<file path="src/hdl/ofsc_ram.sv">
// Generic single-port-write, registered-read RAM.
`timescale 1ns / 1ps
module ofsc_ram #(
  parameter int WIDTH = 8,
  parameter int DEPTH = 64
) (
  input  logic                     clk,
  input  logic                     we,
  input  logic [$clog2(DEPTH)-1:0] waddr,
  input  logic [WIDTH-1:0]         wdata,
  input  logic [$clog2(DEPTH)-1:0] raddr,
  output logic [WIDTH-1:0]         rdata
);

  logic [WIDTH-1:0] mem [DEPTH];

  always_ff @(posedge clk) begin
    if (we) begin
      mem[waddr] <= wdata;
    end
    rdata <= mem[raddr];
  end

endmodule

</file>
<file path="config.mk">
export PLATFORM = sky130hd
export DESIGN_NAME = ofsc_ram
export DESIGN_NICKNAME = d
export VERILOG_FILES = /design/src/hdl/ofsc_ram.sv
export SDC_FILE = /design/constraint.sdc
export NUM_CORES = 1
export LEC_CHECK = 0
export ABC_CLOCK_PERIOD_IN_PS = 5590
export BUFFER_PORTS_ARGS = -buffer_cell sky130_fd_sc_hd__buf_2
export CELL_PAD_IN_SITES_DETAIL_PLACEMENT = 1
export CELL_PAD_IN_SITES_GLOBAL_PLACEMENT = 1
export CORE_AREA = 5 5 177 213
export CTS_CLUSTER_DIAMETER = 150
export DETAILED_ROUTE_END_ITERATION = 12
export DIE_AREA = 0 0 182 218
export PLACE_DENSITY = 0.92
export SYNTH_ARGS = -nofsm -noshare
export SYNTH_HDL_FRONTEND = slang
export SYNTH_SLANG_ARGS = --single-unit
</file>
<file path="constraint.sdc">
create_clock -name clk -period 5.59 [get_ports clk]
set_input_delay 0.2795 -clock clk [delete_from_list [all_inputs] [get_ports clk]]
set_output_delay 0.2795 -clock clk [all_outputs]
set_load 0.03 [all_outputs]
</file>
### Yosys cells after proc, flatten, opt, wreduce, memory -nomap -nowiden

Memories as Yosys holds them, arrays and structs flattened. A register that Yosys moved wholly into a read port is not among the register bits.
Cells that the tools add are included.

| cells by class | value |
|---|---|
| bitwise gates (word level) | 0 |
| shift operators | 0 |
| $add $sub $neg | 0 |
| magnitude comparators | 0 |
| reduce and logical (&&, ||, !) cells | 0 |
| multiply operators | 0 |
| divide/modulo/power cells | 0 |
| mux-type cells | 2 |
| eq/ne operators | 0 |

Operators with widths:

| cell | count |
|---|---|
| 2-to-1 mux 1 bit | 2 |

| word-level totals | value |
|---|---|
| logic and storage cells | 3 |
| flip-flop bits (word level) | 0 |
| latch bits | 0 |
| output and inout port bits | 8 |
| memory bits (writable) | 512 |
| memories kept | 1 |
| bits of input ports | 22 |
| ROM bits | 0 |

Memories:

| name | words | bits a word | read ports | clocked after Yosys merged registers in | write ports | line | text |
|---|---|---|---|---|---|---|---|
| mem | 64 | 8 | 1 | 1 | 1 | 15 | `logic [WIDTH-1:0] mem [DEPTH];` |

### Longest topological paths before layout

| depth | value |
|---|---|
| word-level depth | 2 |
| mapped depth | 9 |
| mapped depth without buffers | 5 |

### Worst setup path before layout

No wires, ideal clock.

| timing path | value |
|---|---|
| path type | in2reg |
| from | input port raddr[1] |
| to | register rdata[3], read port of mem |
| path slack | 3.643 ns |
| arrival | 1.819 ns |
| required time | 5.462 ns |
| library setup time | 0.128 ns |
| buffers on the path | 3 |
| stages | 7 |
| cell sequence | buf_4 > buf_2 > buf_2 > mux4_2 > mux4_2 > o21ai_1 > o41ai_1 |

RTL lines:

| what | line | text |
|---|---|---|
| start: declaration | 11 | `input logic [$clog2(DEPTH)-1:0] raddr,` |
| end: declaration | 12 | `output logic [WIDTH-1:0] rdata` |

==> results.cfg <==
[cts]
clk_pin_slew_ps = 70
cts_resized = 0
cts_buffer_depth = 3
clock_latency_ps = 570
cts_root_buf = clkbuf_16
cts_tree = built
cts_sinks = 520
cts_made_buffers = 47
cts_setup_buffers = 0
htree_levels = 2
hold_buffers = 0

[synthesis]
ys_warn_count = 0
ys_ff_latch = 520
synthesis.area_mm2 = 0.02017
syn_avg_cell_area_um2 = 21.45
synth.distinct_cells = 40
syn_inst = 940
yosysSeqAreaShare_pct = 77.03
syn-num-nets = 962

[timing]
max_freq_ghz = 0.3758
fin_skew_ps = 20.62
slew_violations = 0
post-route-period-util_pct = 47.61
setup_violations = 0
tightest_slew_ps = 1378
max_slew_margin_pct = 8.131
fin_setup_tns_ps = 0
rsz0062_at_grt = false
hold_viol_final = 0
period_needed_ps = 2661

[setup_path]
r2r-start = mem[3][3]$_DFFE_PP_
r2r_slack_ps = 3110
start_kind = primary input
cp.arrival_ps = 3080
path_class = primary input to flop
r2r-end = rdata[3]$_DFF_P_
cp-end-kind = flop
crit_fanout = 66
ff2ff_path_depth = 4
cp.required_ps = 6010

[routing]
wl_per_cell_um = 36.38
wirelength_mm = 53.81
drt-initial-drc-count = 1465
vias = 10390
first_pass_iters = 5
drtAntennaViolNets = 0
drc = 0
viasPerCell = 7.026

[global_route]
grt-ovfl-total = 0
antenna_found_initial = 2
grt_pass1_vias = 10690
grt_max_degree = 67
grt_usage_pct = 27.60
grt_pass1_wl_mm = 78.78

[die]
die_h_um = 218
die_area_mm2 = 0.03968
die_w_um = 182
core_mm2 = 0.03547
rows = 76
initial_core_util_pct = 56.86
ioPinCount = 30

[hold_path]
hold_end = rdata[4]$_DFF_P_
worstHoldStart = raddr[5]
hold_path.class = primary input to flop
min_delay_path_depth = 2

[power_and_ir_drop]
ir_drop_v = 0.0002207
power.density_mw_per_mm2 = 355.3
p_leak_nw = 6.815

[run]
cap_violations = 0

[place]
io_buffers = 29
dpl.hpwl_mm = 29.21
routabilityCongestion = 0.8067
postPlaceCellArea_mm2 = 0.02067

[final_layout]
final_cell_area_mm2 = 0.02211
layout.nets = 998
drive_above_1_share_pct = 24.06
area_growth_syn_to_layout_pct = 9.641

[outcome]
status = finished, final reports clean
## cells by family (layout without fill, tap and decap cells)
kind of cell	after synthesis	count (layout)	synth area share, %
flip-flops	520	520	77.03
multiplexers	162	162	15.94
AND/OR/NAND/NOR	153	153	3.387
AO/OA/AOI/OAI	54	54	2.072
buffers and inverters	51	121	1.570
other	0	1	0
## cells in the mapped netlist
cell type	number	area [um2]
a2111oi_0	2	17.52
a211oi_1	4	30.03
a21oi_1	3	15.01
a221oi_1	6	52.55
a22oi_1	3	22.52
a31oi_1	1	6.260
and2_1	1	6.260
buf_1	4	15.01
buf_12	2	40.04
buf_2	11	55.05
buf_4	13	97.59
buf_6	4	45.04
clkbuf_1	17	63.81
dfxtp_1	8	160.2
edfxtp_1	512	15370
mux2_2	13	146.4
mux2i_1	23	230.2
mux4_2	126	2838
nand2_1	19	71.32
nand2b_1	7	43.79
nand3_1	13	65.06
nand3b_1	3	22.52
nand4_1	2	12.51
nand4b_1	1	8.760
nor2_1	83	311.6
nor2b_1	14	87.58
nor3_1	7	35.03
nor4_1	2	12.51
o2111ai_1	3	26.28
o21a_1	2	15.01
o21ai_0	2	10.01
o21ai_1	2	10.01
o221a_2	2	22.52
o221ai_1	8	70.07
o22ai_1	8	50.05
o2bb2ai_1	3	26.28
o311ai_1	1	8.760
o32ai_1	2	17.52
o41ai_1	2	17.52
or3_1	1	6.260
## power breakdown
part	switching, mW	leakage, nW	internal [mW]
Clock	1.41	0.695	1.69
Combinational	0.282	1.45	0.142
Sequential	0.0147	4.67	4.32
Total	1.70	6.81	6.15
## flip-flops by register name (all words and copies together), names as in the netlist
signal and flops:
rdata 8, mem 512
## cell type report
| cell class | count | area [um2] |
|---|---|---|
| Antenna cell | 1 | 2.502 |
| Clock buffer | 60 | 1267 |
| Clock inverter | 23 | 161.4 |
| Fill cell | 2817 | 13360 |
| Multi-Input combinational cell | 369 | 4320 |
| Sequential cell | 520 | 15530 |
| Tap cell | 468 | 585.6 |
| Timing Repair Buffer | 38 | 239.0 |
## per-layer routing
layer,vias to the layer above,GRT usage [%],routed length (um)
met5,-,0,20
met4,2,11.19,2745
met3,165,4.521,5077
met2,862,45.71,26890
met1,5368,37.17,19070
li1,3995,-,-
## worst max path at each step
| stage | start | to |
|---|---|---|
| 4_1_cts | raddr[0] | rdata[4]$_DFF_P_ |
| 3_5_place_dp | raddr[0] | rdata[4]$_DFF_P_ |
| 2_1_floorplan | raddr[1] | rdata[3]$_DFF_P_ |
| 3_3_place_gp | raddr[0] | rdata[4]$_DFF_P_ |
| 6_report | raddr[0] | rdata[1]$_DFF_P_ |
| 5_1_grt | raddr[0] | rdata[4]$_DFF_P_ |
## critical path, cell delays in order
cell and delay, ps:
clkbuf_8 530, buf_12 400, mux4_2 590, mux4_2 490, nor2_1 380, nor3_1 160
o2bb2ai_1 200
## per-stage QoR
stage          worst slack [ps]  instances  hold WS [ps]  utilization, %  total power, mW
6_report                   2929       1479         236.8           62.34            7.856
5_1_grt                    2729       1478         234.4           62.33            8.109
4_1_cts                    2904       1478         215.3           62.32            7.851
3_5_place_dp               2371       1395         728.1           58.29            4.817
3_3_place_gp               2400       1395         718.0           58.29            4.789
2_1_floorplan              3643        940         378.4               -            4.650
## layout by cell type (no fill, tap or decap), types with 10 or more instances in the layout
cell type / synthesis / final
nor2_1: 83 / 83
buf_4: 13 / 10
clkbuf_1: 17 / 11
mux2_2: 13 / 13
clkbuf_16: 0 / 49
buf_2: 11 / 26
nand2_1: 19 / 19
nor2b_1: 14 / 14
mux4_2: 126 / 126
mux2i_1: 23 / 23
nand3_1: 13 / 13
edfxtp_1: 512 / 512
Power figures use the tool's default switching activity.
