<file path="src/hdl/ofsc_pkg.sv">
// Shared constants, codes and types for the oriented face set.
`timescale 1ns / 1ps
package ofsc_pkg;

  localparam int MAX_FACES  = 64;
  localparam int NODE_BITS  = 24;
  localparam int SLOT_W     = $clog2(MAX_FACES);
  localparam int CNT_W      = $clog2(MAX_FACES + 1);
  localparam int GROUP      = 8;
  localparam int NUM_GROUPS = (MAX_FACES + GROUP - 1) / GROUP;
  localparam int GIDX_W     = $clog2(GROUP);

  localparam logic [1:0] FUNC_INSERT = 2'd0;
  localparam logic [1:0] FUNC_FIND   = 2'd1;
  localparam logic [1:0] FUNC_CLEAR  = 2'd2;

  localparam logic [2:0] ST_ADDED     = 3'd0;
  localparam logic [2:0] ST_CANCELLED = 3'd1;
  localparam logic [2:0] ST_DUPLICATE = 3'd2;
  localparam logic [2:0] ST_FULL      = 3'd3;
  localparam logic [2:0] ST_FOUND_SAME = 3'd4;
  localparam logic [2:0] ST_FOUND_REV = 3'd5;
  localparam logic [2:0] ST_NOT_FOUND = 3'd6;
  localparam logic [2:0] ST_CLEARED   = 3'd7;

  typedef enum logic [1:0] {
    S_IDLE,
    S_CMP,
    S_GRP,
    S_UPD
  } state_t;

  typedef struct packed {
    logic cmp;
    logic clr_all;
    logic wr;
    logic kill;
  } cell_ctl_t;

endpackage

</file>
<file path="src/hdl/ofsc_cell.sv">
// One face slot: stored triangle, valid bit, match flags and priority link.
`timescale 1ns / 1ps
module ofsc_cell import ofsc_pkg::*; (
  input  logic                 clk,
  input  logic                 rst,
  input  cell_ctl_t            ctl,
  input  logic [NODE_BITS-1:0] key_a,
  input  logic [NODE_BITS-1:0] key_b,
  input  logic [NODE_BITS-1:0] key_c,
  input  logic                 taken_in,
  output logic                 taken_out,
  output logic                 first_same,
  output logic                 first_rev
);

  logic [NODE_BITS-1:0] f0, f1, f2;
  logic                 valid;
  logic                 hit_same;
  logic                 hit_rev;
  logic                 same, rev;

  assign same = (key_a == f0 && key_b == f1 && key_c == f2) ||
                (key_b == f0 && key_c == f1 && key_a == f2) ||
                (key_c == f0 && key_a == f1 && key_b == f2);
  assign rev  = (key_c == f0 && key_b == f1 && key_a == f2) ||
                (key_b == f0 && key_a == f1 && key_c == f2) ||
                (key_a == f0 && key_c == f1 && key_b == f2);

  always_ff @(posedge clk) begin
    if (ctl.wr) begin
      f0 <= key_a;
      f1 <= key_b;
      f2 <= key_c;
    end
  end

  always_ff @(posedge clk) begin
    if (rst || ctl.clr_all || ctl.kill) begin
      valid <= 1'b0;
    end else if (ctl.wr) begin
      valid <= 1'b1;
    end
  end

  // same orientation wins over reversed within one slot
  always_ff @(posedge clk) begin
    if (rst) begin
      hit_same <= 1'b0;
      hit_rev  <= 1'b0;
    end else if (ctl.cmp) begin
      hit_same <= valid & same;
      hit_rev  <= valid & rev & ~same;
    end
  end

  assign taken_out  = taken_in | hit_same | hit_rev;
  assign first_same = hit_same & ~taken_in;
  assign first_rev  = hit_rev & ~taken_in;

endmodule

</file>
<file path="config.mk">
export PLATFORM = sky130hd
export DESIGN_NAME = ofsc_cell
export DESIGN_NICKNAME = d
export VERILOG_FILES = /design/src/hdl/ofsc_pkg.sv /design/src/hdl/ofsc_cell.sv
export SDC_FILE = /design/constraint.sdc
export NUM_CORES = 1
export LEC_CHECK = 0
export BUFFER_PORTS_ARGS = -buffer_cell sky130_fd_sc_hd__buf_2
export CAP_MARGIN = 5
export CORE_MARGIN = 3
export CORE_UTILIZATION = 58
export CTS_BUF_LIST = sky130_fd_sc_hd__clkbuf_8
export DETAILED_ROUTE_END_ITERATION = 8
export GPL_ROUTABILITY_DRIVEN = 0
export HOLD_SLACK_MARGIN = 0.02
export PLACE_DENSITY_LB_ADDON = 0.08
export SLEW_MARGIN = 40
export SYNTH_ARGS = -nofsm -noshare
export SYNTH_HDL_FRONTEND = slang
export SYNTH_SLANG_ARGS = --single-unit
</file>
<file path="constraint.sdc">
create_clock -name clk -period 2.5 [get_ports clk]
set_clock_uncertainty 0.2 [all_clocks]
set_input_delay 0.5 -clock clk [delete_from_list [all_inputs] [get_ports clk]]
set_output_delay 0.5 -clock clk [all_outputs]
set_load 0.005 [all_outputs]
</file>
==> Yosys cells after proc, flatten, opt, wreduce, memory -nomap -nowiden <==
Cells that the tools add are included.
{ "totals": {"regBits": 75, "in_bits": 79, "output_inout_bits": 3} }
{ "op_classes": {"n_reduce_logical": 18, "n_eq_ne": 9, "bitwise": 9} }
{ "op_table": {"columns": ["op", "count"], "rows": [
  ["$eq 24x24->1", 9],
  ["$logic_and 1x1->1", 12],
  ["$logic_or 1x1->1", 6],
  ["$and 1x1->1", 5],
  ["$not 1->1", 2],
  ["$or 1x1->1", 2]
]} }

==> Logic depth before layout (Yosys ltp) <==
{ "depth": {"ltp_word": 7, "mapped_depth": 8} }

==> Worst setup path before layout <==
No wires, ideal clock.
{ "synth_timing": {"path_type": "input to register", "startpoint": "in key_b[8]", "endpoint": "reg hit_rev", "path_buffers": 0, "arrival_time_ns": 1.780, "slack_ns": 0.450, "setup_time_ns": 0.070, "cell_stages": 8, "path_cell_list": "xnor2_1 nand4_1 nor4_1 nand3_1 or3_1 o31ai_1 o2111ai_1 a21oi_1"} }
{ "synth_between": {"elab_chain_cells": 7, "elab_cells_between_ends": 20, "cone_classes": "3 x eq/ne; 3 x bitwise; 14 x reduce/logical"} }
{ "synth_lines": {"columns": ["element", "line", "source"], "rows": [
  ["start: declaration", "ofsc_cell.sv:8", "input logic [NODE_BITS-1:0] key_b,"],
  ["$eq 24x24->1, on equally long branches", null, null],
  ["$logic_and 1x1->1, on equally long branches (2 in a row)", null, null],
  ["$logic_or 1x1->1, on equally long branches", "ofsc_cell.sv:25, ofsc_cell.sv:22", null],
  ["$logic_or 1x1->1, on equally long branches", "ofsc_cell.sv:26, ofsc_cell.sv:23", null],
  ["$and 1x1->1 / $not 1->1 (equally long branches)", "ofsc_cell.sv:52", "hit_rev <= valid & rev & ~same;"],
  ["$and 1x1->1 *", "ofsc_cell.sv:52", null],
  ["end signal: assignment", "ofsc_cell.sv:52", null],
  ["end: declaration", "ofsc_cell.sv:19", "logic hit_rev;"]
]} }
Every way passes the cells marked *; elsewhere a longest branch is shown, timed or not.
A chain may end at the register's enable or synchronous reset.

==> Worst setup path in the final report <==
{ "layout_timing": {"startpoint": "reg f1[18]", "endpoint": "reg hit_rev"} }
{ "layout_between": {"elab_chain_cells": 7, "elab_cells_between_ends": 22, "cone_classes": "3 x eq/ne; 3 x bitwise; 16 x reduce/logical"} }
{ "layout_lines": {"columns": ["element", "line", "source"], "rows": [
  ["start: declaration", "ofsc_cell.sv:16", "logic [NODE_BITS-1:0] f0, f1, f2;"],
  ["start signal: assignment", "ofsc_cell.sv:32", "f1 <= key_b;"],
  ["$eq 24x24->1, on equally long branches", null, null],
  ["$logic_and 1x1->1, on equally long branches (2 in a row)", null, null],
  ["$logic_or 1x1->1, on equally long branches", "ofsc_cell.sv:25, ofsc_cell.sv:22", null],
  ["$logic_or 1x1->1, on equally long branches", "ofsc_cell.sv:26, ofsc_cell.sv:23", null],
  ["$and 1x1->1 / $not 1->1 (equally long branches)", "ofsc_cell.sv:52", null],
  ["$and 1x1->1 *", "ofsc_cell.sv:52", null]
]} }
Marks and branches as above.

==> results by group <==
Run status
  • Outcome: finished clean

CTS
  • Clk_lat worst skew: 0.36 ns
  • Clock root buffer: clkbuf_8
  • Hold-fix buffers, CTS: 0
  • CTS tree: done
  • TritonCTS Buffers: 9
  • Number of H-tree levels: 3
  • Worst-path clk slew: 0.08 ns
  • Clock sink count: 75
  • Clock tree buffer depth: 2

Min path
  • Worst Hold Endpoint: valid
  • Hold Crit Class: primary input to register
  • WHS Path Cells: 2
  • HP Start: ctl[2]

GRT
  • Global-route wire length before repair: 19940 um
  • Largest net degree at the start of global routing: 74
  • Initial antenna violation count: 0
  • Vias in the first global route: 3661
  • Total GRT Usage: 30.79%
  • GRT busiest layer: met2
  • Met3 global-route usage: 7.662%
  • Met2 Use GR: 47.08%
  • Met1 GRT Util: 40.51%
  • Congestion Overflow GR: 0

Worst setup path
  • Slowest cell on crit path: edfxtp_1
  • Crit Path Class: register to register
  • Crit path largest cell delay: 0.46 ns
  • Worst R2R Start: f1[18]
  • Reg2reg path depth: 8
  • Worst reg2reg setup slack: 0.05 ns
  • Setup crit end kind: register
  • Top delay family on crit path: simple AND/OR/NAND/NOR gates
  • Reg2reg end: hit_rev
  • Worst EP arrival: 2.54 ns
  • Critical path buffer and inverter count: 0
  • Critical-path cell list: xnor2_1 > nand4_1 > nor4_2 > nand3_1 > or3_1 > o31ai_1 > o2111ai_1 > a21oi_1
  • Critical Path Start Type: register
  • CP Max Fanout: 3
  • Worst Path Required: 2.59 ns

Timing
  • # setup viols final: 0
  • Normalized max-slew margin: 61.61%
  • Final Max Tran Viols: 0
  • Final Cycle Share: 97.91%
  • Fin Hold WS: 0.1012 ns
  • RSZ-0062 raised after global routing: true
  • Fin. Hold Viols: 0
  • PnR worst setup slack: 0.05226 ns
  • Worst Max-Slew Pin Slew: 0.5706 ns
  • Fmax: 408.5 MHz
  • Min Tclk post-route: 2.448 ns

Placement
  • Port Buffer Count: 81
  • Dpl cell area: 5484 sq um
  • Final HPWL DP: 10950 um
  • Pre-CTS WS: -0.05448 ns

Pwr
  • Seq pwr share: 50.6%
  • Leak: 2.009 nW
  • VDD IR max: 0.3039 mV
  • Internal: 2.194 mW
  • Pwr/cell area: 557.7 nW/um^2
  • Sw Pwr: 0.9950 mW
  • Sw Ratio: 31.20%
  • Clk pwr share: 25.5%
  • Power share of the combinational group: 23.9%

Synthesis
  • Post-synthesis cell area: 4683 sq um
  • Number of synthesized flops with an enable pin: 72
  • Avg Cell Area, Syn: 12.29 sq um
  • Yosys warns: 0
  • Top_reg_cell synth: edfxtp_1
  • Ys async rst share: 0%
  • Yosys top cell by area: edfxtp_1
  • Largest cells by area after synthesis: edfxtp_1 (46%), xnor2_1 (27%), xor2_1 (13%)
  • Most common cell in the synthesized netlist: xnor2_1
  • Top cell type's share of synthesized area: 46.17%
  • Register area share after synthesis: 47.45%
  • Syn Inst Count: 381
  • Post-Syn Nets: 460
  • Synth cell types: 19
  • Post-synth top cells: xnor2_1 (144), edfxtp_1 (72), xor2_1 (72)
  • Flops & latches, synth: 75

Route
  • Vias: 3571
  • DRT antenna net count: 0
  • Initial DRC count: 307
  • Via density: 5.816
  • WL final: 13550 um
  • Drt pass-1 iters: 5
  • Residual DRC: 0
  • Routed len/inst: 22.06 um

Floorplan
  • Die area: 9189 sq um
  • Num ports: 82
  • Die W: 95.86 um
  • Starting Density: 60.29%
  • Standard-cell rows: 32
  • Die Ht: 95.86 um
  • Core ar.: 7767 sq um

Finish
  • P&R area growth vs syn: 22.09%
  • Fraction of layout instances using a drive strength above 1: 27.93%
  • Post-route cell area: 5718 sq um
  • Nets: 586
  • Ant. Diodes: 0

Job
  • Max-Cap Viols: 0
-- how the worst max path moves through the flow --
stage | start | to | slack [ns] | cells past startpoint
6_report | f1[18] | hit_rev | 0.05 | 8
5_1_grt | f0[9] | hit_rev | -0.01 | 9
4_1_cts | f0[9] | hit_same | 0.05 | 10
3_5_place_dp | key_c[5] | hit_same | -0.05 | 10
3_3_place_gp | key_a[23] | hit_rev | -0.02 | 9
2_1_floorplan | key_b[8] | hit_rev | 0.45 | 8
-- power groups by stage --
stage / clock (mW) / sequential [mW] / combinational (mW)
after floorplan: 0 / 1.62 / 0.371
after global placement: 0 / 1.63 / 0.722
after detailed placement: 0 / 1.64 / 0.729
after CTS: 0.814 / 1.61 / 0.737
after global routing: 0.870 / 1.62 / 0.802
final: 0.814 / 1.61 / 0.763
-- cell usage in the layout, fill, tap and decap left out --
cell,count
xnor2_1,137
buf_2,81
xor2_1,72
edfxtp_1,72
nand4_1,36
buf_4,33
nor4_1,23
clkbuf_8,9
nand3_1,7
xnor2_2,7
nor4_2,5
nor3_1,5
clkinv_2,3
dfxtp_1,3
or3_1,2
nor2b_1,2
nand3_2,2
a21oi_1,2
inv_1,2
nor2_1,1
nand2b_1,1
nand3b_1,1
or2b_1,1
o31ai_1,1
o2111ai_1,1
clkinv_4,1
clkinvlp_4,1
buf_12,1
-- per-layer routing --
metal	routed length [um]	part of all wire, %
met2	6208	46
met5	0	0
met3	1332	9.8
met1	5453	40
met4	550	4.1
-- flip-flops by register name (all words and copies together) (netlist names) --
register	count
f0	24
f1	24
f2	24
hit_rev	1
hit_same	1
valid	1
-- final cells by class --
type	instances	area, sq um
multi-input combinational	306	2532
clock buffer	9	123.9
clock inverter	7	38.79
fill	562	2049
timing repair buffer	115	673.1
sequential	75	2222
tap	102	127.6
-- cells by family after synthesis --
kind of cell	after synthesis	synth area share, %
XOR/XNOR	216	40.40
AO/OA/AOI/OAI	4	0.5611
AND/OR/NAND/NOR	86	11.59
flip-flops	75	47.45
-- timing repair --
item	4_1_cts	5_1_grt
setup buffers	0	0
endpoints found under the hold margin	0	0
resized for setup	0	10
setup endpoints to repair	0	2
-- stage by stage --
stage	utilization, %	TNS (ns)	total power, mW	std cells
finish	73.61	0	3.189	614
floorplan	-	0	1.987	381
global placement	70.60	-0.02290	2.352	598
global route	73.61	-0.01161	3.296	614
detailed placement	70.60	-0.06470	2.364	598
CTS	72.70	0	3.158	614
Power figures use the tool's default switching activity.
